--- config.mk ---
export PLATFORM = sky130hd
export DESIGN_NAME = lpt_modmul
export DESIGN_NICKNAME = d
export VERILOG_FILES = /design/src/hdl/lpt_pkg.sv /design/src/hdl/lpt_modmul.sv
export SDC_FILE = /design/constraint.sdc
export NUM_CORES = 1
export LEC_CHECK = 0
export BUFFER_PORTS_ARGS = -buffer_cell sky130_fd_sc_hd__clkbuf_2
export CORE_ASPECT_RATIO = 0.75
export CORE_MARGIN = 8
export CORE_UTILIZATION = 36
export CTS_CLUSTER_SIZE = 16
export DETAILED_ROUTE_END_ITERATION = 12
export PLACE_DENSITY = 0.57
export SYNTH_ARGS = -nofsm -noshare
export SYNTH_HDL_FRONTEND = slang
export SYNTH_SLANG_ARGS = --single-unit
--- constraint.sdc ---
create_clock -name clock -period 6.75 [get_ports clock]
set_clock_uncertainty 0.05 [all_clocks]
set_input_delay 0.3375 -clock clock [delete_from_list [all_inputs] [get_ports clock]]
set_output_delay 0.3375 -clock clock [all_outputs]
set_load 0.1 [all_outputs]
--- src/hdl/lpt_pkg.sv ---
// Shared constants for the primality test block.
// No dependencies.
`timescale 1ns / 1ps

package lpt_pkg;
   localparam int IN_WIDTH          = 32;  // width of candidate and witness ports
   localparam int NUM_WIDTH_DEFAULT = 32;  // arithmetic width used by default
endpackage

--- src/hdl/lpt_modmul.sv ---
// Iterative modular multiplier: x * y mod m, one bit of y per cycle, MSB first.
// Depends on lpt_pkg.
`timescale 1ns / 1ps

module lpt_modmul #(
   parameter int NUM_WIDTH = lpt_pkg::NUM_WIDTH_DEFAULT
) (
   input  logic                 clock,
   input  logic                 reset,
   input  logic                 go,
   input  logic [NUM_WIDTH-1:0] x,      // must be below m
   input  logic [NUM_WIDTH-1:0] y,      // any value
   input  logic [NUM_WIDTH-1:0] m,
   output logic                 done,
   output logic [NUM_WIDTH-1:0] result
);
   import lpt_pkg::*;

   localparam int CNT_W = (NUM_WIDTH > 1) ? $clog2(NUM_WIDTH) : 1;

   logic                 run_ff, run_in;
   logic                 done_ff, done_in;
   logic [CNT_W-1:0]     cnt_ff, cnt_in;
   logic [NUM_WIDTH-1:0] acc_ff, acc_in;
   logic [NUM_WIDTH-1:0] x_ff, x_in;
   logic [NUM_WIDTH-1:0] y_ff, y_in;
   logic [NUM_WIDTH-1:0] m_ff, m_in;

   logic [NUM_WIDTH:0]   dbl, dbl_red, sum, sum_red;
   logic [NUM_WIDTH-1:0] acc_step;

   // acc = 2*acc mod m, then + x mod m when the current y bit is set
   always_comb begin
      dbl      = {acc_ff, 1'b0};
      dbl_red  = (dbl >= {1'b0, m_ff}) ? (dbl - {1'b0, m_ff}) : dbl;
      sum      = {1'b0, dbl_red[NUM_WIDTH-1:0]} + {1'b0, x_ff};
      sum_red  = (sum >= {1'b0, m_ff}) ? (sum - {1'b0, m_ff}) : sum;
      acc_step = y_ff[NUM_WIDTH-1] ? sum_red[NUM_WIDTH-1:0] : dbl_red[NUM_WIDTH-1:0];
   end

   always_comb begin
      run_in  = run_ff;
      done_in = 1'b0;
      cnt_in  = cnt_ff;
      acc_in  = acc_ff;
      x_in    = x_ff;
      y_in    = y_ff;
      m_in    = m_ff;
      if (go) begin
         run_in = 1'b1;
         cnt_in = CNT_W'(NUM_WIDTH - 1);
         acc_in = '0;
         x_in   = x;
         y_in   = y;
         m_in   = m;
      end else if (run_ff) begin
         acc_in = acc_step;
         y_in   = {y_ff[NUM_WIDTH-2:0], 1'b0};
         cnt_in = cnt_ff - CNT_W'(1);
         if (cnt_ff == '0) begin
            run_in  = 1'b0;
            done_in = 1'b1;
         end
      end
   end

   always_ff @(posedge clock) begin
      if (reset) begin
         run_ff  <= 1'b0;
         done_ff <= 1'b0;
      end else begin
         run_ff  <= run_in;
         done_ff <= done_in;
      end
      cnt_ff <= cnt_in;
      acc_ff <= acc_in;
      x_ff   <= x_in;
      y_ff   <= y_in;
      m_ff   <= m_in;
   end

   assign done   = done_ff;
   assign result = acc_ff;

endmodule

# Word-level counts from Yosys, hierarchy flattened
# Cells that the tools add are included.
[op_classes]
addsub = 4
n_lt_le_gt_ge = 2
mux = 9
n_bitwise = 1
reduce_logical = 3
[ops]
columns = ["operator", "count"]
rows = [
  ["$mux 32", 5],
  ["$ge 33x32->1", 2],
  ["$sub 32x32->32", 2],
  ["$add 32x32->33", 1],
  ["$logic_not 5->1", 1],
  ["$sub 5x1->5 const B", 1],
  ["$mux 1", 4],
  ["$reduce_or 3->1", 1],
  ["$reduce_bool 2->1", 1],
  ["$not 1->1", 1],
]
[totals]
register_bits = 135
elab_cells = 26

# Depth between registers and ports, before layout
# Gate-level depths: netlist of the first run.
[logic_depth]
word_depth = 6
depth_mapped = 35
depth_no_buf = 31

# Worst setup path before layout of the first run
# OpenSTA, ideal clock, no wires.
[synth_timing]
path_type = "register -> register"
start = "reg acc_ff[0], in the netlist result[0]"
end = "reg acc_ff[28], in the netlist result[28]"
setup_ns = 0.124
arrival_ns = 7.365
required_time_ns = 6.576
slack_ns = -0.789
stages_incl_launch_ff = 27
n_path_buf = 2
path_cell_list = "dfxtp_1 ha_1 nor2b_1 o31a_1 o211ai_1 a21oi_1 or3_1 and2_1 buf_4 buf_4 mux2_2 ha_1 a21oi_1 nand2_1 o21a_1 a221oi_1 xnor2_1 ha_1 a21o_1 a21o_1 a221o_1 a31o_2 a41oi_1 o21ai_0 a221oi_1 mux2_2 a2111o_1"
[synth_between]
elab_chain_cells = 6
elab_cells_between_ends = 8
[synth_lines]
columns = ["item", "line", "rtl"]
rows = [
  ["start: declaration", "lpt_modmul.sv:24", "logic [NUM_WIDTH-1:0] acc_ff, acc_in;"],
  ["start signal: assignment", "lpt_modmul.sv:76", "acc_ff <= acc_in;"],
  ["$sub 32x32->32 / $ge 33x32->1 (equally long branches)", "lpt_modmul.sv:35", "dbl_red = (dbl >= {1'b0, m_ff}) ? (dbl - {1'b0, m_ff}) : dbl;"],
  ["$mux 32 *", "lpt_modmul.sv:35", ""],
  ["$add 32x32->33", "lpt_modmul.sv:36", "sum = {1'b0, dbl_red[NUM_WIDTH-1:0]} + {1'b0, x_ff};"],
  ["$sub 32x32->32 / $ge 33x32->1 (equally long branches)", "lpt_modmul.sv:37", "sum_red = (sum >= {1'b0, m_ff}) ? (sum - {1'b0, m_ff}) : sum;"],
  ["$mux 32", "lpt_modmul.sv:37", ""],
  ["$mux 32 *", "lpt_modmul.sv:38", "acc_step = y_ff[NUM_WIDTH-1] ? sum_red[NUM_WIDTH-1:0] : dbl_red[NUM_WIDTH-1:0];"],
]
# Every way passes the cells marked *; elsewhere a longest branch is shown, timed or not.
# A chain may end at the register's enable or synchronous reset.

# Final worst setup path of the first run
[layout_timing]
start = "reg m_ff[1]"
end = "reg acc_ff[3], in the netlist result[3]"
[layout_between]
elab_chain_cells = 6
elab_cells_between_ends = 8
[layout_lines]
columns = ["item", "line", "rtl"]
rows = [
  ["start: declaration", "lpt_modmul.sv:27", "logic [NUM_WIDTH-1:0] m_ff, m_in;"],
  ["start signal: assignment", "lpt_modmul.sv:79", "m_ff <= m_in;"],
  ["$sub 32x32->32 / $ge 33x32->1 (equally long branches)", "lpt_modmul.sv:35", ""],
  ["$mux 32", "lpt_modmul.sv:35", ""],
  ["$add 32x32->33", "lpt_modmul.sv:36", ""],
  ["$sub 32x32->32 / $ge 33x32->1 (equally long branches)", "lpt_modmul.sv:37", ""],
  ["$mux 32", "lpt_modmul.sv:37", ""],
  ["$mux 32 *", "lpt_modmul.sv:38", ""],
]
# Marks and branches as above.

==> results_tabular.tex, run 1 <==
\begin{tabular}{lr}
\hline
Metric & Value \\
\hline
\multicolumn{2}{l}{\textbf{Timing}} \\
\quad Final Critical Period & roughly 6.8 ns \\
\quad Transition time of the tightest slew-check pin & 1.27 ns \\
\quad Maximum clock frequency & 147 MHz \\
\quad Unrepaired setup endpoints after global routing & true \\
\quad Final-report max-slew violation count & 0 \\
\quad Fin crit share & 101\% \\
\quad Final worst setup slack & -0.0350 ns \\
\quad Final-report hold violation count & 0 \\
\quad Setup violation total in the final timing report & 4 \\
\quad Worst slew margin relative to its limit & 14.9\% \\
\multicolumn{2}{l}{\textbf{Setup path}} \\
\quad Req. time, crit path & 7.10 ns \\
\quad Worst r2r src & m\_ff[1]\$\_DFFE\_PP\_ \\
\quad Beginning of the critical path & m\_ff[1]\$\_DFFE\_PP\_ \\
\quad Largest stage delay on the critical path & 0.42 ns \\
\quad Arrival time worst endpoint & 7.14 ns \\
\quad Endpoint of the worst register-to-register path & result[3]\$\_SDFFE\_PP0P\_ \\
\quad Worst-path fanout max & 6 \\
\quad Number of cell instances on the worst register-to-register path & 28 \\
\quad Critical Path Sink Type & flop \\
\quad Cell with the largest stage delay on the worst path & sky130\_fd\_sc\_hd\_\_or3\_4 \\
\quad Flop-to-flop setup slack & -0.03 ns \\
\quad Setup crit start kind & flop \\
\quad Critical Setup Path Class & flop to flop \\
\quad Critical Path Most Common Cell & sky130\_fd\_sc\_hd\_\_a21o\_1 \\
\multicolumn{2}{l}{\textbf{Synth}} \\
\quad Count of flip-flops with a built-in enable after synthesis & 96 \\
\quad Synthesized netlist net count & 1,411 \\
\quad Unique cell type count in the Yosys netlist & 78 \\
\quad Largest cells by area after synthesis & sky130\_fd\_sc\_hd\_\_edfxtp\_1 (26\%), sky130\_fd\_sc\_hd\_\_ha\_1 (11\%), sky130\_fd\_sc\_hd\_\_dfxtp\_1 (7.0\%) \\
\quad Sequential cell area fraction in the yosys report & 32.9\% \\
\quad Area of the mapped netlist & 11,100 sq um \\
\quad Synthesized instance count & 1,212 \\
\quad Synthesis-stage register bit count & about 140 \\
\quad Yosys warning total & 0 \\
\quad Share of synthesized registers carrying an async set or reset & 0\% \\
\quad Mean post-synth cell area & 9.19 sq um \\
\quad Top flip-flop cell by instance count after synthesis & sky130\_fd\_sc\_hd\_\_edfxtp\_1 \\
\quad Synth top area share & 25.9\% \\
\quad Largest area contributor in the netlist & sky130\_fd\_sc\_hd\_\_edfxtp\_1 \\
\quad Commonest cells in the netlist & sky130\_fd\_sc\_hd\_\_a21oi\_1 (104), sky130\_fd\_sc\_hd\_\_ha\_1 (97), sky130\_fd\_sc\_hd\_\_edfxtp\_1 (96), sky130\_fd\_sc\_hd\_\_inv\_1 (84), sky130\_fd\_sc\_hd\_\_nand2\_1 (75) \\
\quad Count leader, synth & sky130\_fd\_sc\_hd\_\_a21oi\_1 \\
\multicolumn{2}{l}{\textbf{Flow run}} \\
\quad Max-capacitance violation count & 0 \\
\multicolumn{2}{l}{\textbf{Global routing}} \\
\quad Number of global-route vias before repair & 12,000 \\
\quad Total global-route track usage & 24.0\% \\
\quad GRT overflow & 0 \\
\quad Initial antenna violation count & 1 \\
\quad Largest net degree at the start of global routing & 51 \\
\quad First-pass GRT wire length & between 60,000 and 70,000 um \\
\multicolumn{2}{l}{\textbf{Clocking}} \\
\quad Clock Sink Count & 135 \\
\quad Total clock buffers created by CTS & 17 \\
\quad TritonCTS clock tree & done \\
\quad Root Buffer & sky130\_fd\_sc\_hd\_\_clkbuf\_16 \\
\quad Clock input transition at the sequential cells of the worst setup and hold paths & around 0.07 ns \\
\quad Maximum level of the CTS H-tree & 4 \\
\quad Number of buffers on the longest clock path & 2 \\
\quad Clock latency of the later-clocked register in the worst-skew pair & 0.46 ns \\
\multicolumn{2}{l}{\textbf{Floorplanning}} \\
\quad Initial Util & a little under two fifths \\
\quad Core Region & 30,300 sq um \\
\quad Num ports & 132 \\
\quad Count of standard-cell rows & 55 \\
\quad Area enclosed by the die boundary & between 30,000 and 40,000 sq um \\
\quad Die height & roughly 170 um \\
\quad Horizontal extent of the die & 219 um \\
\multicolumn{2}{l}{\textbf{Route}} \\
\quad ANT nets after route & 0 \\
\quad Via density per instance & 5.41 \\
\quad Detailed Route Iter0 Violations & approximately 930 \\
\quad Routed WL per cell & 20.7 um \\
\quad Detailed-route wire length & 46,300 um \\
\quad Pre-antenna DRT Iters & 5 \\
\quad Number of vias in the routed layout & about 12,000 \\
\quad Residual DRC count & 0 \\
\multicolumn{2}{l}{\textbf{Cells and area}} \\
\quad Fraction of final layout cells sized beyond drive strength 1 & between 50\% and 60\% \\
\quad Syn-to-layout area delta & 63.5\% \\
\quad Number of diodes & 0 \\
\quad Cell area after layout & $\sim$18,000 sq um \\
\quad Post-layout nets & 2,028 \\
\multicolumn{2}{l}{\textbf{Placement}} \\
\quad Cell Area, Placed & 15,200 sq um \\
\quad IO Port Bufs & roughly 130 \\
\quad Routability Congestion & 0.997 \\
\quad Hpwl dp & $\sim$36,000 um \\
\multicolumn{2}{l}{\textbf{Outcome}} \\
\quad Violated checks & negative setup slack \\
\quad Status & finished with violations \\
\multicolumn{2}{l}{\textbf{Min path}} \\
\quad Path category of the worst min-delay check & input port to flop \\
\quad Hold Path Origin & m[29] \\
\quad Min-Delay Endpoint & m\_ff[29]\$\_DFFE\_PP\_ \\
\quad Cell depth of the worst hold path & 1 \\
\hline
\end{tabular}
==> final cells by class <==
class | count | area (sq um)
multi-input cells | 940 | 8280
clock buffers | 18 | 429
repair buffers | 651 | 4780
clock inverters | 14 | 164
well taps | 399 | 499
fillers | 2606 | 12100
flip-flops and latches | 135 | 3740
inverters | 84 | 315
==> what timing repair did <==
action,in CTS,in global routing
setup buffers,48,27
pin swaps,59,99
resized for setup,104,154
hold buffers,46,0
hold endpoints to repair,46,0
gates cloned,1,1
setup endpoints to repair,32,32
==> sequential cells by signal (all words and copies together) (netlist names) <==
| register | cells |
|---|---|
| x_ff | 32 |
| cnt_ff | 5 |
| run_ff | 1 |
| y_ff | 32 |
| result | 32 |
| m_ff | 32 |
| done | 1 |
==> how the worst max path moves through the flow <==
stage                               to  slack [ns]  cells past startpoint
6_report        result[3]$_SDFFE_PP0P_       -0.03                     28
5_1_grt        result[11]$_SDFFE_PP0P_       -0.28                     34
4_1_cts         result[9]$_SDFFE_PP0P_       0.003                     32
3_5_place_dp    result[1]$_SDFFE_PP0P_       -0.71                     28
3_3_place_gp    result[1]$_SDFFE_PP0P_       -0.78                     28
2_1_floorplan  result[28]$_SDFFE_PP0P_       0.004                     27
==> cell usage in the layout, fill, tap and decap left out, types with 10 or more instances in the layout <==
| cell | count |
|---|---|
| sky130_fd_sc_hd__xnor2_1 | 44 |
| sky130_fd_sc_hd__a21oi_1 | 78 |
| sky130_fd_sc_hd__nor3_1 | 16 |
| sky130_fd_sc_hd__buf_6 | 10 |
| sky130_fd_sc_hd__a21o_1 | 45 |
| sky130_fd_sc_hd__mux2i_1 | 11 |
| sky130_fd_sc_hd__ha_4 | 33 |
| sky130_fd_sc_hd__dfxtp_4 | 15 |
| sky130_fd_sc_hd__a211oi_2 | 13 |
| sky130_fd_sc_hd__ha_1 | 58 |
| sky130_fd_sc_hd__o21a_1 | 17 |
| sky130_fd_sc_hd__nor2_1 | 41 |
| sky130_fd_sc_hd__nor2b_1 | 13 |
| sky130_fd_sc_hd__a211oi_1 | 11 |
| sky130_fd_sc_hd__nand2_1 | 70 |
| sky130_fd_sc_hd__nand3_1 | 19 |
| sky130_fd_sc_hd__inv_1 | 77 |
| sky130_fd_sc_hd__dfxtp_2 | 14 |
| sky130_fd_sc_hd__clkbuf_2 | 130 |
| sky130_fd_sc_hd__a21oi_2 | 18 |
| sky130_fd_sc_hd__clkbuf_16 | 18 |
| sky130_fd_sc_hd__o21ai_0 | 49 |
| sky130_fd_sc_hd__o21ai_1 | 10 |
| sky130_fd_sc_hd__buf_4 | 459 |
| sky130_fd_sc_hd__dlygate4sd3_1 | 46 |
| sky130_fd_sc_hd__o21bai_1 | 13 |
| sky130_fd_sc_hd__dfxtp_1 | 10 |
| sky130_fd_sc_hd__o32ai_1 | 10 |
| sky130_fd_sc_hd__o211ai_1 | 21 |
| sky130_fd_sc_hd__nand2b_1 | 13 |
| sky130_fd_sc_hd__a31oi_1 | 15 |
| sky130_fd_sc_hd__nand4_1 | 24 |
| sky130_fd_sc_hd__xor2_1 | 23 |
| sky130_fd_sc_hd__mux2_2 | 42 |
| sky130_fd_sc_hd__edfxtp_1 | 96 |
==> per-layer routing <==
metal	up-vias	part of all wire, %	global-route usage [%]
li1	5830	-	-
met1	5763	48	35.5
met2	462	41	32.9
met3	63	9.1	7.56
met4	2	1.8	6.14
met5	-	0.028	0
==> worst max-delay path, delay by kind of cell (launching register included) <==
family | cells | cell delay (ns)
buffers and inverters | 4 | 0.56
flip-flops | 1 | 0.38
XOR/XNOR | 1 | 0.14
AO/OA/AOI/OAI | 12 | 2.81
adder cells (fa/ha/maj) | 3 | 0.81
AND/OR/NAND/NOR | 7 | 1.60
multiplexers | 1 | 0.34
==> logic make-up (layout without fill, tap and decap cells) <==
kind of cell | count (synthesis) | count (layout) | share of synthesized area, %
AND/OR/NAND/NOR | 278 | 279 | 12.9
multiplexers | 65 | 65 | 6.38
flip-flops | 135 | 135 | 32.9
XOR/XNOR | 79 | 79 | 6.21
buffers and inverters | 138 | 767 | 4.93
adder cells (fa/ha/maj) | 100 | 100 | 11.4
AO/OA/AOI/OAI | 417 | 417 | 25.2
==> stage by stage <==
step                util (%)  setup slack (ns)  TNS (ns)  hold WS (ns)  cells
finish                  60.2           -0.0350   -0.0745        0.0224   2241
global route            60.2            -0.279     -4.98     0.0000116   2241
CTS                     56.7           0.00253         0      0.000611   2217
detailed placement      50.2            -0.715    -18.50         0.444   2091
global placement        50.2            -0.776    -19.06         0.426   2091
floorplan                  -           0.00379         0         0.360   1212
Power of run 1 is not shown: default switching activity piles up to over one toggle a cycle in this logic, so the estimate is an artifact.
==> run 2: changes to the inputs <==
Settings changed: CORE_ASPECT_RATIO 0.75 to unset.
==> results_tabular.tex, run 2 (synthesis gave the netlist of run 1 again) <==
\begin{tabular}{lr}
\hline
Metric & Value \\
\hline
\multicolumn{2}{l}{\textbf{Placement}} \\
\quad Hpwl dp & 33,100 um (-6.7\%) \\
\quad Routability Congestion & 0.953 (-4.4\%) \\
\quad Cell Area, Placed & 15,000 sq um (-1.2\%) \\
\quad IO Port Bufs & 131 (unchanged) \\
\multicolumn{2}{l}{\textbf{Setup path}} \\
\quad Kind of cell adding the most delay to the critical path & compound AO/OA/AOI/OAI gates \\
\quad Critical Setup Path Class & flop to flop \\
\quad Critical Path Sink Type & flop \\
\quad Number of buffers and inverters on the critical path & 5 (+1) \\
\quad Critical Path Most Common Cell & sky130\_fd\_sc\_hd\_\_ha\_4 \\
\quad Req. time, crit path & 7.00 ns (-0.10 ns) \\
\quad Largest stage delay on the critical path & 0.40 ns (-0.02 ns) \\
\quad Cell with the largest stage delay on the worst path & sky130\_fd\_sc\_hd\_\_a211o\_4 \\
\quad Setup crit start kind & flop \\
\quad Arrival time worst endpoint & 7.03 ns (-0.11 ns) \\
\quad Worst-path fanout max & 7 (+1) \\
\multicolumn{2}{l}{\textbf{Floorplanning}} \\
\quad Horizontal extent of the die & 192 um (-12\%) \\
\quad Core Region & 30,500 sq um (+0.76\%) \\
\quad Count of standard-cell rows & 64 (+16\%) \\
\quad Area enclosed by the die boundary & 36,800 sq um (-0.16\%) \\
\quad Initial Util & 36.5\% (-0.28 points) \\
\quad Die height & 192 um (+14\%) \\
\quad Num ports & 132 (unchanged) \\
\multicolumn{2}{l}{\textbf{Cells and area}} \\
\quad Commonest non-fill, non-tap cells in the layout & sky130\_fd\_sc\_hd\_\_buf\_4 (401), sky130\_fd\_sc\_hd\_\_clkbuf\_2 (130), sky130\_fd\_sc\_hd\_\_edfxtp\_1 (96) \\
\quad Final standard cell utilization of the core & 58.7\% (-1.5 points) \\
\quad Leading cell type in the layout, fill and taps excluded & sky130\_fd\_sc\_hd\_\_buf\_4 \\
\quad Cell area after layout & 17,900 sq um (-1.7\%) \\
\quad Number of diodes & 0 (unchanged) \\
\quad Fraction of final layout cells sized beyond drive strength 1 & 47.4\% (-2.6 points) \\
\quad Post-layout nets & 1,987 (-2.0\%) \\
\quad Syn-to-layout area delta & 60.7\% \\
\multicolumn{2}{l}{\textbf{Route}} \\
\quad ANT nets after route & 0 (unchanged) \\
\quad Pre-antenna DRT Iters & 5 (unchanged) \\
\quad Routed WL per cell & 19.4 um (-6.2\%) \\
\quad Number of vias in the routed layout & 11,800 (-2.9\%) \\
\quad Detailed Route Iter0 Violations & 623 (-33\%) \\
\quad Detailed-route wire length & 42,500 um (-8.1\%) \\
\quad Via density per instance & 5.36 (-0.92\%) \\
\quad Residual DRC count & 0 (unchanged) \\
\multicolumn{2}{l}{\textbf{Global routing}} \\
\quad Largest net degree at the start of global routing & 66 (+29\%) \\
\quad First-pass GRT wire length & 63,400 um (-7.2\%) \\
\quad Initial antenna violation count & 0 (-1) \\
\quad Number of global-route vias before repair & 11,700 (-2.8\%) \\
\quad GRT overflow & 0 (unchanged) \\
\quad Total global-route track usage & 22.2\% (-1.8 points) \\
\multicolumn{2}{l}{\textbf{Clocking}} \\
\quad Clock Sink Count & 135 (unchanged) \\
\quad Maximum level of the CTS H-tree & 4 (unchanged) \\
\quad TritonCTS clock tree & done \\
\quad Clock latency of the later-clocked register in the worst-skew pair & 0.45 ns (about the same) \\
\quad Number of buffers on the longest clock path & 2 (unchanged) \\
\quad Total clock buffers created by CTS & 17 (unchanged) \\
\quad Root Buffer & sky130\_fd\_sc\_hd\_\_clkbuf\_16 \\
\quad Clock input transition at the sequential cells of the worst setup and hold paths & 0.07 ns (about the same) \\
\multicolumn{2}{l}{\textbf{Timing}} \\
\quad Fin crit share & 100\% (-0.10 points) \\
\quad Final-report max-slew violation count & 0 (unchanged) \\
\quad Transition time of the tightest slew-check pin & 1.19 ns (-0.0809 ns) \\
\quad Worst slew margin relative to its limit & 20.3\% (+5.4 points) \\
\quad Final-report hold violation count & 0 (unchanged) \\
\quad Final worst setup slack & -0.0281 ns (+0.00684 ns) \\
\quad Maximum clock frequency & 148 MHz (+0.10\%) \\
\quad Unrepaired setup endpoints after global routing & true \\
\quad Final Critical Period & 6.78 ns (-0.00684 ns) \\
\quad Setup violation total in the final timing report & 5 (+1) \\
\multicolumn{2}{l}{\textbf{Flow run}} \\
\quad Max-capacitance violation count & 0 (unchanged) \\
\multicolumn{2}{l}{\textbf{Outcome}} \\
\quad Violated checks & negative setup slack \\
\quad Status & finished with violations \\
\multicolumn{2}{l}{\textbf{Min path}} \\
\quad Path category of the worst min-delay check & input port to flop \\
\hline
\end{tabular}
==> run 2: changes by cell type in the layout (fill, tap and decap cells not counted), sizes merged <==
cell | previous run | this run
bufinv | 2 | 1
and2 | 11 | 10
buf | 474 | 424
dlygate4sd3 | 46 | 55
clkinv | 4 | 5
inv | 90 | 91
==> run 2: metrics by stage <==
| stage | TNS [ns] | hold WS (ns) | setup WS [ns] | instances |
|---|---|---|---|---|
| 6_report | -0.0539 | 0.0245 | -0.0281 | 2197 |
| 4_1_cts | -0.0102 | 0.00185 | -0.00644 | 2171 |
| 3_5_place_dp | -18.02 | 0.432 | -0.768 | 2065 |
| 2_1_floorplan | 0 | 0.360 | 0.00379 | 1212 |
| 3_3_place_gp | -16.69 | 0.429 | -0.755 | 2065 |
| 5_1_grt | -5.52 | 0.00779 | -0.267 | 2197 |
==> run 2: final cells by class <==
| cell class | count | area, sq um |
|---|---|---|
| clock buffers | 17 | 425 |
| clock inverters | 15 | 164 |
| fillers | 2650 | 12600 |
| inverters | 84 | 315 |
| repair buffers | 611 | 4580 |
| multi-input cells | 939 | 8180 |
| flip-flops and latches | 135 | 3740 |
| well taps | 396 | 495 |
==> run 2: final timing paths <==
kind / start / end / slack [ns] / cells after the start
setup reg to reg: m_ff[1]$_DFFE_PP_ / result[15]$_SDFFE_PP0P_ / -0.03 / 30
hold reg to reg: cnt_ff[4]$_SDFFE_PP1P_ / cnt_ff[4]$_SDFFE_PP1P_ / 0.46 / 2
hold / removal: m[28] / m_ff[28]$_DFFE_PP_ / 0.02 / 1
setup / recovery: m_ff[1]$_DFFE_PP_ / result[15]$_SDFFE_PP0P_ / -0.03 / 30
==> run 2: repair_timing <==
action,4_1_cts,5_1_grt
pin swaps,36,74
resized for setup,84,177
endpoints found under the setup margin,32,32
buffers inserted,19,24
hold buffers,55,0
cloned,0,2
hold endpoints to repair,56,0
==> run 2: layer usage <==
layer | global-route usage (%) | share of wire, %
met1 | 30.0 | 46
met2 | 35.8 | 46
met3 | 4.23 | 6.4
met4 | 6.31 | 1.9
met5 | 0 | 0
Power of run 2 is left out for the same reason.
